==> src/hdl/sct_pkg.sv <==
`default_nettype none

package sct_pkg;

    localparam int LINE_BITS   = 16;
    localparam int COLUMN_BITS = 16;
    localparam int LENGTH_BITS = 12;
    localparam int COUNT_BITS  = LENGTH_BITS + 1;
    localparam int KIND_BITS   = 3;

    localparam logic [LINE_BITS-1:0]   LINE_MAX = '1;
    localparam logic [COLUMN_BITS-1:0] COL_MAX  = '1;
    localparam logic [LENGTH_BITS-1:0] LEN_MAX  = '1;

    // token kinds
    localparam logic [KIND_BITS-1:0] KIND_NUM   = 3'd0;
    localparam logic [KIND_BITS-1:0] KIND_IDENT = 3'd1;
    localparam logic [KIND_BITS-1:0] KIND_OP    = 3'd2;
    localparam logic [KIND_BITS-1:0] KIND_STR   = 3'd3;
    localparam logic [KIND_BITS-1:0] KIND_PUNCT = 3'd4;
    localparam logic [KIND_BITS-1:0] KIND_END   = 3'd5;

    // character codes
    localparam logic [7:0] CHAR_TAB        = 8'h09;
    localparam logic [7:0] CHAR_NEWLINE    = 8'h0A;
    localparam logic [7:0] CHAR_CR         = 8'h0D;
    localparam logic [7:0] CHAR_SPACE      = 8'h20;
    localparam logic [7:0] CHAR_BANG       = 8'h21;
    localparam logic [7:0] CHAR_DQUOTE     = 8'h22;
    localparam logic [7:0] CHAR_SQUOTE     = 8'h27;
    localparam logic [7:0] CHAR_STAR       = 8'h2A;
    localparam logic [7:0] CHAR_PLUS       = 8'h2B;
    localparam logic [7:0] CHAR_MINUS      = 8'h2D;
    localparam logic [7:0] CHAR_DOT        = 8'h2E;
    localparam logic [7:0] CHAR_SLASH      = 8'h2F;
    localparam logic [7:0] CHAR_ZERO       = 8'h30;
    localparam logic [7:0] CHAR_NINE       = 8'h39;
    localparam logic [7:0] CHAR_LT         = 8'h3C;
    localparam logic [7:0] CHAR_EQ         = 8'h3D;
    localparam logic [7:0] CHAR_GT         = 8'h3E;
    localparam logic [7:0] CHAR_UPPER_A    = 8'h41;
    localparam logic [7:0] CHAR_UPPER_Z    = 8'h5A;
    localparam logic [7:0] CHAR_BACKSLASH  = 8'h5C;
    localparam logic [7:0] CHAR_UNDERSCORE = 8'h5F;
    localparam logic [7:0] CHAR_LOWER_A    = 8'h61;
    localparam logic [7:0] CHAR_LOWER_Z    = 8'h7A;

    typedef struct packed {
        logic [7:0] char_code;
        logic       end_of_text;
    } in_item_t;

    typedef struct packed {
        logic [KIND_BITS-1:0]   token_kind;
        logic [LINE_BITS-1:0]   start_line;
        logic [COLUMN_BITS-1:0] start_col;
        logic [LENGTH_BITS-1:0] token_length;
        logic                   length_clipped;
        logic [7:0]             first_char;
        logic [7:0]             second_char;
        logic                   last_of_run;
    } out_item_t;

    // results of one step, handed to the output queue
    typedef struct packed {
        logic [1:0] count;
        out_item_t  r0;
        out_item_t  r1;
    } push_t;

    function automatic logic is_numeral(input logic [7:0] c);
        return c inside {[CHAR_ZERO:CHAR_NINE]};
    endfunction

    function automatic logic is_word_char(input logic [7:0] c);
        return c inside {[CHAR_LOWER_A:CHAR_LOWER_Z], [CHAR_UPPER_A:CHAR_UPPER_Z],
                         CHAR_UNDERSCORE};
    endfunction

    function automatic logic is_op(input logic [7:0] c);
        return c inside {CHAR_PLUS, CHAR_MINUS, CHAR_STAR, CHAR_SLASH, CHAR_EQ,
                         CHAR_LT, CHAR_GT, CHAR_BANG};
    endfunction

    function automatic logic is_blank(input logic [7:0] c);
        return c inside {CHAR_SPACE, CHAR_TAB, CHAR_NEWLINE, CHAR_CR};
    endfunction

    // count has one bit above the length field: that bit set means clipped
    function automatic out_item_t make_result(
        input logic [KIND_BITS-1:0]   kind,
        input logic [LINE_BITS-1:0]   line,
        input logic [COLUMN_BITS-1:0] col,
        input logic [COUNT_BITS-1:0]  count,
        input logic [7:0]             first,
        input logic [7:0]             second
    );
        out_item_t r;
        r.token_kind     = kind;
        r.start_line     = line;
        r.start_col      = col;
        r.length_clipped = count[COUNT_BITS-1];
        r.token_length   = count[COUNT_BITS-1] ? LEN_MAX : count[LENGTH_BITS-1:0];
        r.first_char     = first;
        r.second_char    = second;
        r.last_of_run    = 1'b0;
        return r;
    endfunction

endpackage

`default_nettype wire

==> src/hdl/sct_scan.sv <==
`default_nettype none

module sct_scan (
    input  wire logic             clk,
    input  wire logic             rst_n,
    input  wire logic             src_valid,
    output logic                  src_stall,
    input  wire sct_pkg::in_item_t src_item,
    input  wire logic [1:0]       room,
    output sct_pkg::push_t        push
);
    import sct_pkg::*;

    typedef enum logic [5:0] {
        MODE_IDLE  = 6'b000001,
        MODE_NUM   = 6'b000010,
        MODE_IDENT = 6'b000100,
        MODE_OP    = 6'b001000,
        MODE_STR   = 6'b010000,
        MODE_ESC   = 6'b100000
    } mode_t;

    // input register
    logic     in_full_reg, in_full_next;
    in_item_t in_data_reg;

    // scanner state
    mode_t                  mode_reg, mode_next;
    logic [LINE_BITS-1:0]   cur_line_reg, cur_line_next;
    logic [COLUMN_BITS-1:0] cur_col_reg, cur_col_next;
    logic [LINE_BITS-1:0]   tok_line_reg, tok_line_next;
    logic [COLUMN_BITS-1:0] tok_col_reg, tok_col_next;
    logic [COUNT_BITS-1:0]  count_reg, count_next;
    logic [7:0]             held_reg, held_next;
    logic [7:0]             quote_reg, quote_next;

    logic                   accept;
    logic                   step;
    logic [7:0]             c;
    logic                   fall;
    logic                   have_a, have_b;
    out_item_t              res_a, res_b;
    logic [1:0]             n_res;
    logic [COLUMN_BITS-1:0] col_inc;
    logic [COUNT_BITS-1:0]  count_inc;
    logic [LINE_BITS-1:0]   line_inc;
    logic [KIND_BITS-1:0]   open_kind;
    logic                   open_valid;

    assign c         = in_data_reg.char_code;
    assign col_inc   = (cur_col_reg == COL_MAX) ? cur_col_reg : cur_col_reg + 1'b1;
    assign count_inc = count_reg[COUNT_BITS-1] ? count_reg : count_reg + 1'b1;
    assign line_inc  = (cur_line_reg == LINE_MAX) ? cur_line_reg : cur_line_reg + 1'b1;

    // kind of the token open in the current mode
    always_comb
    begin
        open_valid = 1'b1;
        case (mode_reg)
            MODE_NUM:   open_kind = KIND_NUM;
            MODE_IDENT: open_kind = KIND_IDENT;
            MODE_OP:    open_kind = KIND_OP;
            MODE_STR:   open_kind = KIND_STR;
            MODE_ESC:   open_kind = KIND_STR;
            default:
            begin
                open_kind  = KIND_END;
                open_valid = 1'b0;
            end
        endcase
    end

    always_comb
    begin
        mode_next     = mode_reg;
        cur_line_next = cur_line_reg;
        cur_col_next  = cur_col_reg;
        tok_line_next = tok_line_reg;
        tok_col_next  = tok_col_reg;
        count_next    = count_reg;
        held_next     = held_reg;
        quote_next    = quote_reg;
        fall          = 1'b0;
        have_a        = 1'b0;
        have_b        = 1'b0;
        res_a = make_result(open_kind, tok_line_reg, tok_col_reg, count_reg, held_reg, 8'h00);
        res_b = make_result(KIND_PUNCT, cur_line_reg, cur_col_reg, COUNT_BITS'(1), c, 8'h00);

        if (in_data_reg.end_of_text)
        begin
            // flush, end token, back to reset values
            have_a        = open_valid;
            have_b        = 1'b1;
            res_b = make_result(KIND_END, cur_line_reg, cur_col_reg, '0, 8'h00, 8'h00);
            mode_next     = MODE_IDLE;
            cur_line_next = LINE_BITS'(1);
            cur_col_next  = '0;
            tok_line_next = LINE_BITS'(1);
            tok_col_next  = '0;
            count_next    = '0;
            held_next     = 8'h00;
            quote_next    = 8'h00;
        end
        else
        begin
            case (mode_reg)
                MODE_NUM:
                begin
                    if (is_numeral(c) || c == CHAR_DOT)
                    begin
                        count_next   = count_inc;
                        cur_col_next = col_inc;
                    end
                    else
                    begin
                        have_a = 1'b1;
                        fall   = 1'b1;
                    end
                end
                MODE_IDENT:
                begin
                    if (is_word_char(c) || is_numeral(c))
                    begin
                        count_next   = count_inc;
                        cur_col_next = col_inc;
                    end
                    else
                    begin
                        have_a = 1'b1;
                        fall   = 1'b1;
                    end
                end
                MODE_OP:
                begin
                    mode_next = MODE_IDLE;
                    have_a    = 1'b1;
                    if (is_op(c))
                    begin
                        // two-character operator
                        res_a = make_result(KIND_OP, tok_line_reg, tok_col_reg, count_inc,
                                            held_reg, c);
                        count_next   = count_inc;
                        cur_col_next = col_inc;
                    end
                    else
                    begin
                        fall = 1'b1;
                    end
                end
                MODE_STR:
                begin
                    cur_col_next = col_inc;
                    if (c == quote_reg)
                    begin
                        have_a    = 1'b1;
                        mode_next = MODE_IDLE;
                    end
                    else
                    begin
                        if (count_reg == '0)
                        begin
                            held_next = c;
                        end
                        count_next = count_inc;
                        if (c == CHAR_BACKSLASH)
                        begin
                            mode_next = MODE_ESC;
                        end
                    end
                end
                MODE_ESC:
                begin
                    count_next   = count_inc;
                    cur_col_next = col_inc;
                    mode_next    = MODE_STR;
                end
                default:
                begin
                    fall = 1'b1;
                end
            endcase

            // character seen with no token open
            if (fall)
            begin
                mode_next = MODE_IDLE;
                if (is_blank(c))
                begin
                    if (c == CHAR_NEWLINE)
                    begin
                        cur_line_next = line_inc;
                        cur_col_next  = '0;
                    end
                    else
                    begin
                        cur_col_next = col_inc;
                    end
                end
                else if (is_numeral(c) || is_word_char(c) || is_op(c))
                begin
                    if (is_numeral(c))
                    begin
                        mode_next = MODE_NUM;
                    end
                    else if (is_word_char(c))
                    begin
                        mode_next = MODE_IDENT;
                    end
                    else
                    begin
                        mode_next = MODE_OP;
                    end
                    tok_line_next = cur_line_reg;
                    tok_col_next  = cur_col_reg;
                    count_next    = COUNT_BITS'(1);
                    held_next     = c;
                    cur_col_next  = col_inc;
                end
                else if (c == CHAR_DQUOTE || c == CHAR_SQUOTE)
                begin
                    // a string starts at the column just after its opening quote
                    mode_next     = MODE_STR;
                    quote_next    = c;
                    tok_line_next = cur_line_reg;
                    tok_col_next  = col_inc;
                    count_next    = '0;
                    held_next     = 8'h00;
                    cur_col_next  = col_inc;
                end
                else
                begin
                    have_b       = 1'b1;
                    cur_col_next = col_inc;
                end
            end
        end
    end

    assign n_res = {1'b0, have_a} + {1'b0, have_b};

    // step only when the queue has room for every result of this item
    assign step      = in_full_reg && (n_res <= room);
    assign src_stall = in_full_reg && !step;
    assign accept    = src_valid && !src_stall;

    always_comb
    begin
        in_full_next = in_full_reg;
        if (accept)
        begin
            in_full_next = 1'b1;
        end
        else if (step)
        begin
            in_full_next = 1'b0;
        end
    end

    // pack results, last flag on the final one
    always_comb
    begin
        push.count = step ? n_res : 2'd0;
        push.r0    = have_a ? res_a : res_b;
        push.r1    = res_b;
        push.r0.last_of_run = !(have_a && have_b);
        push.r1.last_of_run = 1'b1;
    end

    always_ff @(posedge clk or negedge rst_n)
    begin
        if (!rst_n)
        begin
            in_full_reg  <= 1'b0;
            mode_reg     <= MODE_IDLE;
            cur_line_reg <= LINE_BITS'(1);
            cur_col_reg  <= '0;
            tok_line_reg <= LINE_BITS'(1);
            tok_col_reg  <= '0;
            count_reg    <= '0;
            held_reg     <= 8'h00;
            quote_reg    <= 8'h00;
        end
        else
        begin
            in_full_reg <= in_full_next;
            if (step)
            begin
                mode_reg     <= mode_next;
                cur_line_reg <= cur_line_next;
                cur_col_reg  <= cur_col_next;
                tok_line_reg <= tok_line_next;
                tok_col_reg  <= tok_col_next;
                count_reg    <= count_next;
                held_reg     <= held_next;
                quote_reg    <= quote_next;
            end
        end
    end

    always_ff @(posedge clk)
    begin
        if (accept)
        begin
            in_data_reg <= src_item;
        end
    end

endmodule

`default_nettype wire

==> src/hdl/sct_out_queue.sv <==
`default_nettype none

module sct_out_queue (
    input  wire logic              clk,
    input  wire logic              rst_n,
    input  wire sct_pkg::push_t    push,
    output logic [1:0]             room,
    output logic                   tok_valid,
    input  wire logic              tok_stall,
    output sct_pkg::out_item_t     tok_item
);
    import sct_pkg::*;

    out_item_t  q0_reg, q0_next;
    out_item_t  q1_reg, q1_next;
    logic [1:0] cnt_reg, cnt_next;
    logic       pop;
    logic [1:0] rem;

    assign tok_valid = (cnt_reg != 2'd0);
    assign tok_item  = q0_reg;
    assign pop       = tok_valid && !tok_stall;
    assign rem       = cnt_reg - {1'b0, pop};
    assign room      = 2'd2 - rem;

    always_comb
    begin
        // entries left after the pop, then the new results behind them
        q0_next  = (rem != 2'd0) ? (pop ? q1_reg : q0_reg) : push.r0;
        q1_next  = (rem == 2'd2) ? q1_reg : ((rem == 2'd1) ? push.r0 : push.r1);
        cnt_next = rem + push.count;
    end

    always_ff @(posedge clk or negedge rst_n)
    begin
        if (!rst_n)
        begin
            cnt_reg <= 2'd0;
        end
        else
        begin
            cnt_reg <= cnt_next;
        end
    end

    always_ff @(posedge clk)
    begin
        q0_reg <= q0_next;
        q1_reg <= q1_next;
    end

endmodule

`default_nettype wire

==> src/hdl/script_char_tokenizer_top.sv <==
// Script character tokenizer. Source text enters one character per item on the src channel
// and token descriptors leave on the tok channel: numbers, identifiers, one- or two-character
// operators, quoted strings and single-character punctuation, each with its start line and
// column, its length (saturating, with a clip flag) and its first characters. An item with
// end_of_text set flushes any open token, emits an end token and returns the block to its
// reset state. A character is taken every clock while the scanner is not stalled: it is held in
// the input register, then the scanner decides the mode change combinationally and writes its
// results into a two-entry output queue, so a token is offered on tok once the character that
// closes it has passed the input register and been written into the queue.
// A character that closes one token and is punctuation itself (or an end mark after an open
// token) gives two tokens; the queue drains one token per clock while tok_stall is low, so
// such an item can hold the src side until both fit. The src side also waits while tok_stall
// keeps the queue full.
`default_nettype none

module script_char_tokenizer_top (
    input  wire logic               clk,
    input  wire logic               rst_n,
    // source characters
    input  wire logic               src_valid,
    output logic                    src_stall,
    input  wire sct_pkg::in_item_t  src_item,
    // token descriptors
    output logic                    tok_valid,
    input  wire logic               tok_stall,
    output sct_pkg::out_item_t      tok_item
);
    import sct_pkg::*;

    // results of one scanner step and the free room left in the queue
    push_t      push;
    logic [1:0] room;

    // input register, mode state and position counters
    sct_scan u_scan (
        .clk       (clk),
        .rst_n     (rst_n),
        .src_valid (src_valid),
        .src_stall (src_stall),
        .src_item  (src_item),
        .room      (room),
        .push      (push)
    );

    // result register: two entries, one token leaves per clock unless tok_stall is set
    sct_out_queue u_queue (
        .clk       (clk),
        .rst_n     (rst_n),
        .push      (push),
        .room      (room),
        .tok_valid (tok_valid),
        .tok_stall (tok_stall),
        .tok_item  (tok_item)
    );

endmodule

`default_nettype wire

==> config.mk <==
export PLATFORM = sky130hd
export DESIGN_NAME = script_char_tokenizer_top
export DESIGN_NICKNAME = d
export VERILOG_FILES = /design/src/hdl/sct_pkg.sv /design/src/hdl/sct_scan.sv /design/src/hdl/sct_out_queue.sv /design/src/hdl/script_char_tokenizer_top.sv
export SDC_FILE = /design/constraint.sdc
export NUM_CORES = 1
export LEC_CHECK = 0
export BUFFER_PORTS_ARGS = -buffer_cell sky130_fd_sc_hd__buf_2
export CAP_MARGIN = 40
export CORE_UTILIZATION = 35
export DETAILED_ROUTE_END_ITERATION = 8
export PLACE_DENSITY = 0.5
export SLEW_MARGIN = 30
export SYNTH_ARGS = -nofsm -noshare
export SYNTH_HDL_FRONTEND = slang
export SYNTH_SLANG_ARGS = --single-unit
==> constraint.sdc <==
create_clock -name clk -period 9.84 [get_ports clk]
set_clock_uncertainty 0.05 [all_clocks]
set_input_delay 0.984 -clock clk [delete_from_list [all_inputs] [get_ports clk]]
set_output_delay 0.984 -clock clk [all_outputs]
set_load 0.005 [all_outputs]
== Word level (Yosys, flattened, before mapping) ==
Cells that the tools add are included.
Word-level totals
  flip-flop bits (word level): 241
  input port bits: 13
  output and inout bits: 67
  word-level logic and storage cells: 200
Cells by class
  add/subtract/negate cells: 7
  $lt $le $gt $ge: 7
  equality and inequality tests: 35
  muxes and demuxes: 86
  reduce and logical (&&, ||, !) cells: 37
Operators with widths (number)
  $mux 65: 7
  $mux 16: 23
  $mux 13: 10
  $mux 8: 13
  $eq 8x6->1 const B: 12
  $pmux 13 s5: 1
  $pmux 16 s4: 1
  $mux 63: 1
  $mux 6: 7
  $add 16x1->16 const B: 2
  $eq 16x16->1 const B: 2
  $eq 8x4->1 const B: 3
  $mux 12: 2
  $pmux 6 s3: 1
  $eq 8x7->1 const B: 2
  $ge 8x7->1 const B: 2
  $le 8x7->1 const B: 2
  $reduce_and 5->1: 3
  $mux 1: 14
  $reduce_bool 2->1: 7
  $add 13x1->13 const B: 1
  $logic_not 13->1: 1
  $ne 4x1->1 const B: 3
  $pmux 3 s4: 1
  33 further kinds: 51

== Depth between registers and ports, before layout ==
Gate-level depths: netlist of the first run.
  word-level depth: 17
  depth in mapped cells: 21
  mapped depth without buffers: 17

== Hierarchy ==
A second synthesis of the first run with hierarchy kept.
Unflattened totals
  cells, all modules: 1073
  area, all modules: 12987.5 µm²
By module, submodules not included
  sct_scan: instances 1, cells an instance 781, area an instance 7189.4 µm², sequential area each 2776.4 µm²
  sct_out_queue: instances 1, cells an instance 292, area an instance 5798.1 µm², sequential area each 3953.8 µm²

== Worst setup path after synthesis of the first run ==
Ideal clock, no wire load.
  kind: input to register
  from: input tok_stall
  to: register u_queue.q0_reg, in the netlist u_queue.tok_item[0], enable pin
  setup time: 0.578 ns
  data arrival time: 5.569 ns
  data required time: 9.212 ns
  path slack: 3.643 ns
  cell stages on the path: 1
  buffers on the path: 0
  path through: o21ai_0
On the way
  longest elaborated chain between the ends: 5
RTL lines
  start: declaration: RTL line script_char_tokenizer_top.sv:25  | input wire logic tok_stall,
  $logic_not 1->1 *: RTL line sct_out_queue.sv:22  | assign pop = tok_valid && !tok_stall;
  $logic_and 1x1->1 *: RTL line sct_out_queue.sv:22
  $sub 2x1->2: RTL line sct_out_queue.sv:23  | assign rem = cnt_reg - {1'b0, pop};
  $reduce_bool 2->1: RTL line sct_out_queue.sv:29  | q0_next = (rem != 2'd0) ? (pop ? q1_reg : q0_reg) : push.r0;
  $ne 2x1->1 (no source line) *
  end signal: assignment: RTL line sct_out_queue.sv:48  | q0_reg <= q0_next;
  end: declaration: RTL line sct_out_queue.sv:14  | out_item_t q0_reg, q0_next;
Mark *: on every way between the ends. The rest lies on a longest branch, timed or not.
A chain may end at the register's enable or synchronous reset.

== Worst setup path in the final report of the first run ==
  from: register u_scan.in_data_reg, in the netlist u_scan.c[2]
  to: output src_stall
On the way
  longest elaborated chain between the ends: 14
  elaborated cells on any way between the ends: 51
  classes of those cells: 1 x add/sub; 7 x order compare; 17 x eq/ne; 13 x mux; 13 x reduce/logical
RTL lines
  start: declaration: RTL line sct_scan.sv:25  | in_item_t in_data_reg;
  start signal: assignment: RTL line sct_scan.sv:304  | in_data_reg <= src_item;
  $ge 8x7->1 or $le 8x7->1 (tied branches): RTL line sct_pkg.sv:76  | return c inside {[CHAR_LOWER_A:CHAR_LOWER_Z], [CHAR_UPPER_A:CHAR_UPPER_Z],
  $logic_and 1x1->1: RTL line sct_pkg.sv:76
  $reduce_bool 3->1: RTL line sct_pkg.sv:76
  $logic_or 1x1->1: RTL line sct_scan.sv:122, sct_scan.sv:199
  $mux 1 or $logic_or 1x1->1 (tied branches): RTL line sct_scan.sv:122, sct_scan.sv:199
  $pmux 1 s4 or $mux 1 (tied branches): RTL line sct_scan.sv:106, sct_scan.sv:199
  $mux 1 (on tied branches): RTL line sct_scan.sv:89, sct_scan.sv:187
  $mux 1: RTL line sct_scan.sv:184  | if (fall)
  $mux 1: RTL line sct_scan.sv:89  | if (in_data_reg.end_of_text)
  $add 1x1->2 *: RTL line sct_scan.sv:239  | assign n_res = {1'b0, have_a} + {1'b0, have_b};
  $le 2x2->1 *: RTL line sct_scan.sv:242  | assign step = in_full_reg && (n_res <= room);
  $logic_and 1x1->1 *: RTL line sct_scan.sv:242
  $logic_not 1->1 *: RTL line sct_scan.sv:243  | assign src_stall = in_full_reg && !step;
  $logic_and 1x1->1 *: RTL line sct_scan.sv:243
  end: declaration: RTL line script_char_tokenizer_top.sv:21  | output logic src_stall,
Mark *: on every way between the ends. The rest lies on a longest branch, timed or not. The select of a mux whose other input is x is not followed.

==> impl_metrics.toml, run 1 <==
[outcome]
status = "completed"

[clock_network]
post_cts_buffers = 0
cts_buffers = 28
cts.htree.levels = 1
path_clk_slew_ns = 0.06
cts_num_sinks = 241
clkLatencyLatePin_ns = 0.55
cts_root_buffer = "clkbuf_16"
cts_tree = "yes"
cts_resized = 0
clk_path_buf_depth = 3
cts_hold_buf = 0

[timing]
rsz0062_at_grt = "false"
period_minus_slack_ns = 5.46
slew-limit-headroom = 0.443
period_share = 0.555
slew_violations = 0
hold-worst-slack_ns = 0.314
final-setup-viol-count = 0
tns_ns = 0
fin_ws_ns = 4.38
hold_viol = 0
fmax_mhz = 183
worst-slew-pin-transition_ns = 0.827

[detailed_routing]
via_per_inst = 5.55
drc = 0
drtPass1Iterations = 5
drt-initial-drc-count = 700
routed_wl_microns = 33000
via_count = 9225
drtAntennaViolNets = 0
wl_per_cell_microns = 19.8

[floorplanning]
fp.dieW_microns = 191
rows = 68
die-area_sq_um = 36300
initial_utilization = 0.358
die_y_microns = 191
fp.coreArea_sq_um = 34800
pin_count = 80

[layout]
utilization = 0.412
postLayoutCellArea_sq_um = 14300
fin_cells = 1663
synthToLayoutAreaGrowth_pct = 15.0
drive_gt1_frac = 0.168
num-nets-final = 1212
antenna_cells = 0

[run]
maxCapViolCount = 0

[worst_setup_path]
critPathBufInv = 2
r2r_cells = 17
critical_path_class = "flip-flop to output pin"
crit_family = "compound AO/OA/AOI/OAI gates"
startpoint_type = "flip-flop"
crit_fanout = 15
cp-end-kind = "output pin"
cpMaxStageDelayCell = "edfxtp_1"
critPathArrivalTime_ns = 4.42
cpPeakStageDelay_ns = 0.60
regToRegStartpoint = "u_scan.c[2]"
reg2reg_slack_ns = 4.38
cp.required_ns = 8.81
crit_chain = "or4_4 -> a41oi_2 -> nand2_2 -> a21boi_4 -> nor3_1 -> nor2b_1 -> a21o_1 -> ha_1 -> ha_1 -> nor2b_1 -> o211ai_1 -> inv_1 -> buf_2"
r2r_end = "u_scan.cur_line_reg[12]"

[logic_synthesis]
async_flop_share = 0.423
synth_top_cell_by_area = "edfxtp_1"
synth-edff-count = 139
synthesis.area_sq_um = 12500
ys_ff_latch = 241
synth.most_common_cell = "edfxtp_1"
synth_top_area_share = 0.335
syn_avg_cell_area_sq_um = 11.0
yosys-top-cells-count = "139 x edfxtp_1, 99 x dfrtp_1, 92 x nor2_1"
ys_seq_area_frac = 0.541
synth_top_flop_cell = "edfxtp_1"
synthTopCellsByArea = "edfxtp_1 34%, dfrtp_1 20%, mux2i_1 3.5%, a22o_1 3.2%, nor2_1 2.8%"
yosys_warnings = 0
synth_cell_types = 89
netlist_instances = 1135

[power_and_ir_drop]
ir_worst_vdd_mv = 0.354
power_density_nw_per_um2 = 360
power_leakage_nw = 5.71
finalPower_mw = 5.15

[place]
dp.cells = 1605
gp_congestion = 0.826
preCtsSetupSlack_ns = 4.49
dpl.hpwl_microns = 21600
dpl_cell_area_sq_um = 13300
portBuffers = 79

[global_route]
grt_pass1_wl_microns = 52200
grt_use_total = 0.183
grt-ovfl-total = 0
grt_max_degree = 66
grt_pass1_vias = 8828
antenna_found_initial = 0

[hold_path]
hold_path.class = "input port to async pin"
## power by group
group	switching (mW)	internal (mW)	total, mW
logic	1.63	0.738	2.37
clock network	0.423	0.629	1.05
registers	0.163	1.56	1.72
## layer usage
metal	up-vias	share of wire	track usage	wire length, microns
li1	4385	-	-	-
met1	4536	0.48	0.271	15800
met2	257	0.44	0.274	14600
met3	47	0.062	0.0363	2030
met4	0	0.016	0.0385	537
met5	-	0	0	0
## cell families (layout without fill, tap and decap cells)
kind of cell,after synthesis,count (layout),synth area share
compound gates,280,280,0.165
xor+xnor,23,23,0.0162
fa+ha+maj,13,13,0.0131
buf+inv,118,190,0.0402
flops,241,241,0.541
mux,83,83,0.0706
other cells,1,2,0.000301
simple gates,376,376,0.154
## worst max-delay path by stage
stage                startpoint                      end  slack (ns)  depth (start not counted)
floorplan             tok_stall      u_queue.tok_item[0]        3.64                          1
global placement    u_scan.c[2]     u_scan.count_reg[10]        4.48                         17
detailed placement  u_scan.c[2]  u_scan.cur_line_reg[12]        4.49                         17
CTS                 u_scan.c[2]                src_stall        4.38                         13
global route        u_scan.c[2]  u_scan.cur_line_reg[12]        3.99                         17
finish              u_scan.c[2]                src_stall        4.38                         13
## area by class of cell
class                           count  area [sq um]
Inverter                           30           113
Tap cell                          455           569
Timing Repair Buffer              108           709
Fill cell                        3390         20500
Clock inverter                     16           196
Multi-Input combinational cell    777          5270
Clock buffer                       36           731
Sequential cell                   241          6730
## cell usage in the layout (no fill, tap or decap), types with 8 or more instances in the layout
cell type	instances
edfxtp_1	139
dfrtp_1	99
nor2_1	92
buf_2	79
nand2_1	76
a21oi_1	61
nand3_1	49
a22o_1	46
mux2i_1	44
o21ai_0	37
clkbuf_16	28
inv_1	27
mux2_2	22
a31oi_1	21
and2_1	21
and3_1	20
buf_4	20
nor3_1	18
nand4_1	18
mux2_1	17
xor2_1	15
o31ai_1	15
nand2b_1	14
nor4_1	14
a21o_1	12
nor2b_1	12
ha_1	12
o211ai_1	11
or3_1	9
xnor2_1	8
clkbuf_1	8
No activity file was read; power rests on OpenSTA's default activity.
==> run 2, diff against run 1 <==
- PLACE_DENSITY: 0.5 -> 0.52
- clock period: 9.84 -> 4.7 ns (I/O delays scaled with it)
==> run 2 against run 1 <==
Design area up 0.77%. Non-clock buffer count up 21. Setup slack worse by 4.0 ns. Sequential share of layout area down 0.36 points. Critical path depth up 5. Cell count up 1.3%. Total power up 110%. Via count about the same. First-iteration DRC count down 9.9%. Highest routed layer unchanged. Global-route usage down 0.13 points.
==> impl_metrics.toml, run 2 (synthesized netlist as in run 1, its figures left out) <==
[global_route]
grt_pass1_wl_microns = 52500
antenna_found_initial = 0
grt_use_total = 0.182
grt-ovfl-total = 0
grt_max_degree = 64
grt_pass1_vias = 8889

[power_and_ir_drop]
comb_power_share = 0.478
netSwitchingPower_mw = 4.66
clkPwrFrac = 0.198
finalPower_mw = 10.9
power_density_nw_per_um2 = 755
pwr-share-seq = 0.324
switching_share = 0.428
power_leakage_nw = 5.80
ir_worst_vdd_mv = 0.582
p_int_mw = 6.24

[layout]
drive_gt1_frac = 0.181
num-nets-final = 1233
fillerInstances = 3346
most-common-layout-cells = "139 x edfxtp_1, 99 x dfrtp_1, 92 x nor2_1, 78 x buf_2, 76 x nand2_1"
fin_cells = 1684
final_common_cell = "edfxtp_1"
postLayoutCellArea_sq_um = 14400
antenna_cells = 0
utilization = 0.415
synthToLayoutAreaGrowth_pct = 15.9

[place]
gp_congestion = 0.852
dpl.hpwl_microns = 21300
dpl_cell_area_sq_um = 13500
portBuffers = 79
dp.cells = 1626

[floorplanning]
pin_count = 80
initial_utilization = 0.358
die-area_sq_um = 36300
die_y_microns = 191
fp.coreArea_sq_um = 34800
rows = 68
fp.dieW_microns = 191

[clock_network]
cts_tree = "yes"
cts_root_buffer = "clkbuf_16"
path_clk_slew_ns = 0.07
cts_resized = 0
cts_num_sinks = 241
clk_path_buf_depth = 3
clkLatencyLatePin_ns = 0.55
cts_buffers = 28
cts.htree.levels = 1

[detailed_routing]
routed_wl_microns = 32400
drtPass1Iterations = 5
drc = 0
wl_per_cell_microns = 19.3
via_count = 9226
drt-initial-drc-count = 631
drtAntennaViolNets = 0
via_per_inst = 5.48

[timing]
rsz0062_at_grt = "false"
worst-slew-pin-transition_ns = 0.806
fmax_mhz = 232
slew_violations = 0
period_share = 0.916
hold_viol = 0
final-setup-viol-count = 0
period_minus_slack_ns = 4.31
tns_ns = 0
slew-limit-headroom = 0.457

[worst_setup_path]
critical_path_class = "flip-flop to flip-flop"
cpPeakStageDelay_ns = 0.56
crit_chain = "nor3b_2 -> nand3_1 -> nand2_2 -> a21boi_4 -> nor3_1 -> nor2b_1 -> a21o_1 -> ha_1 -> ha_1 -> nor2b_1 -> o21ai_0 -> nand2_1 -> a31oi_1 -> buf_4 -> o21ai_0 -> buf_4 -> nor3_1 -> mux2i_1"
cpMaxStageDelayCell = "edfxtp_1"
cp.required_ns = 5.12
crit_fanout = 12
cp-end-kind = "flip-flop"
startpoint_type = "flip-flop"
critPathArrivalTime_ns = 4.73

[hold_path]
hold_path.class = "input port to flip-flop"

[outcome]
status = "completed"

[run]
maxCapViolCount = 0
==> run 2: layout make-up <==
| cell class | instances | area (sq um) | share of cell area |
|---|---|---|---|
| multi-input combinational | 777 | 5250 | 0.364 |
| timing repair buffer | 129 | 858 | 0.0595 |
| clock buffer | 33 | 719 | 0.0499 |
| tap | 455 | 569 | 0.0394 |
| clock inverter | 19 | 188 | 0.0130 |
| inverter | 30 | 113 | 0.00780 |
| sequential | 241 | 6730 | 0.466 |
==> run 2: worst paths after layout <==
check	from	endpoint	slack (ns)	depth (start not counted)
setup / recovery	u_scan.c[6]	u_scan.cur_line_reg[15]	0.39	18
hold / removal	src_item[6]	u_scan.c[5]	0.05	1
setup reg to reg	u_scan.c[6]	u_scan.cur_line_reg[15]	0.39	18
hold reg to reg	u_scan.tok_col_reg[5]	u_scan.tok_col_reg[5]	0.45	1
max in group asynchronous	rst_n	u_scan.tok_col_reg[6]	3.30	3
min in group asynchronous	rst_n	u_scan.mode_reg[4]	0.41	2
==> run 2: worst max-delay path: cells and delay by family (launching register included) <==
kind	cells	cell delay [ns]
buffers and inverters	2	0.43
AOI/OAI and AO/OA	5	0.81
adders and majority gates	2	0.55
muxes	1	0.21
and+or+nand+nor	8	1.59
DFF	1	0.56
==> run 2: metrics by stage <==
step / hold slack [ns] / worst slack (ns)
final: 0.0501 / 0.395
after global routing: 0.0298 / 0.0269
after CTS: 0.0272 / 0.239
after detailed placement: 0.442 / 0.445
after global placement: 0.437 / 0.560
after floorplan: 0.124 / 0.453
==> run 2: power by group through the flow <==
stage                     sequential, mW  clock (mW)  combinational (mW)
final                               3.53        2.16                5.21
after global routing                3.61        2.30                5.73
after CTS                           3.55        2.22                5.16
after detailed placement            3.59           0                5.14
after global placement              3.57           0                5.04
after floorplan                     3.59           0                3.19
==> run 2: repair_timing <==
action	in CTS	in global routing
hold buffers	1	0
endpoints found under the setup margin	0	1
buffers inserted	0	2
hold endpoints to repair	41	0
==> run 2: routing by layer <==
metal	up-vias	wire [microns]	track usage
met2	235	13900	0.267
met4	0	712	0.0502
li1	4425	-	-
met5	-	0	0
met1	4513	16100	0.272
met3	53	1720	0.0322
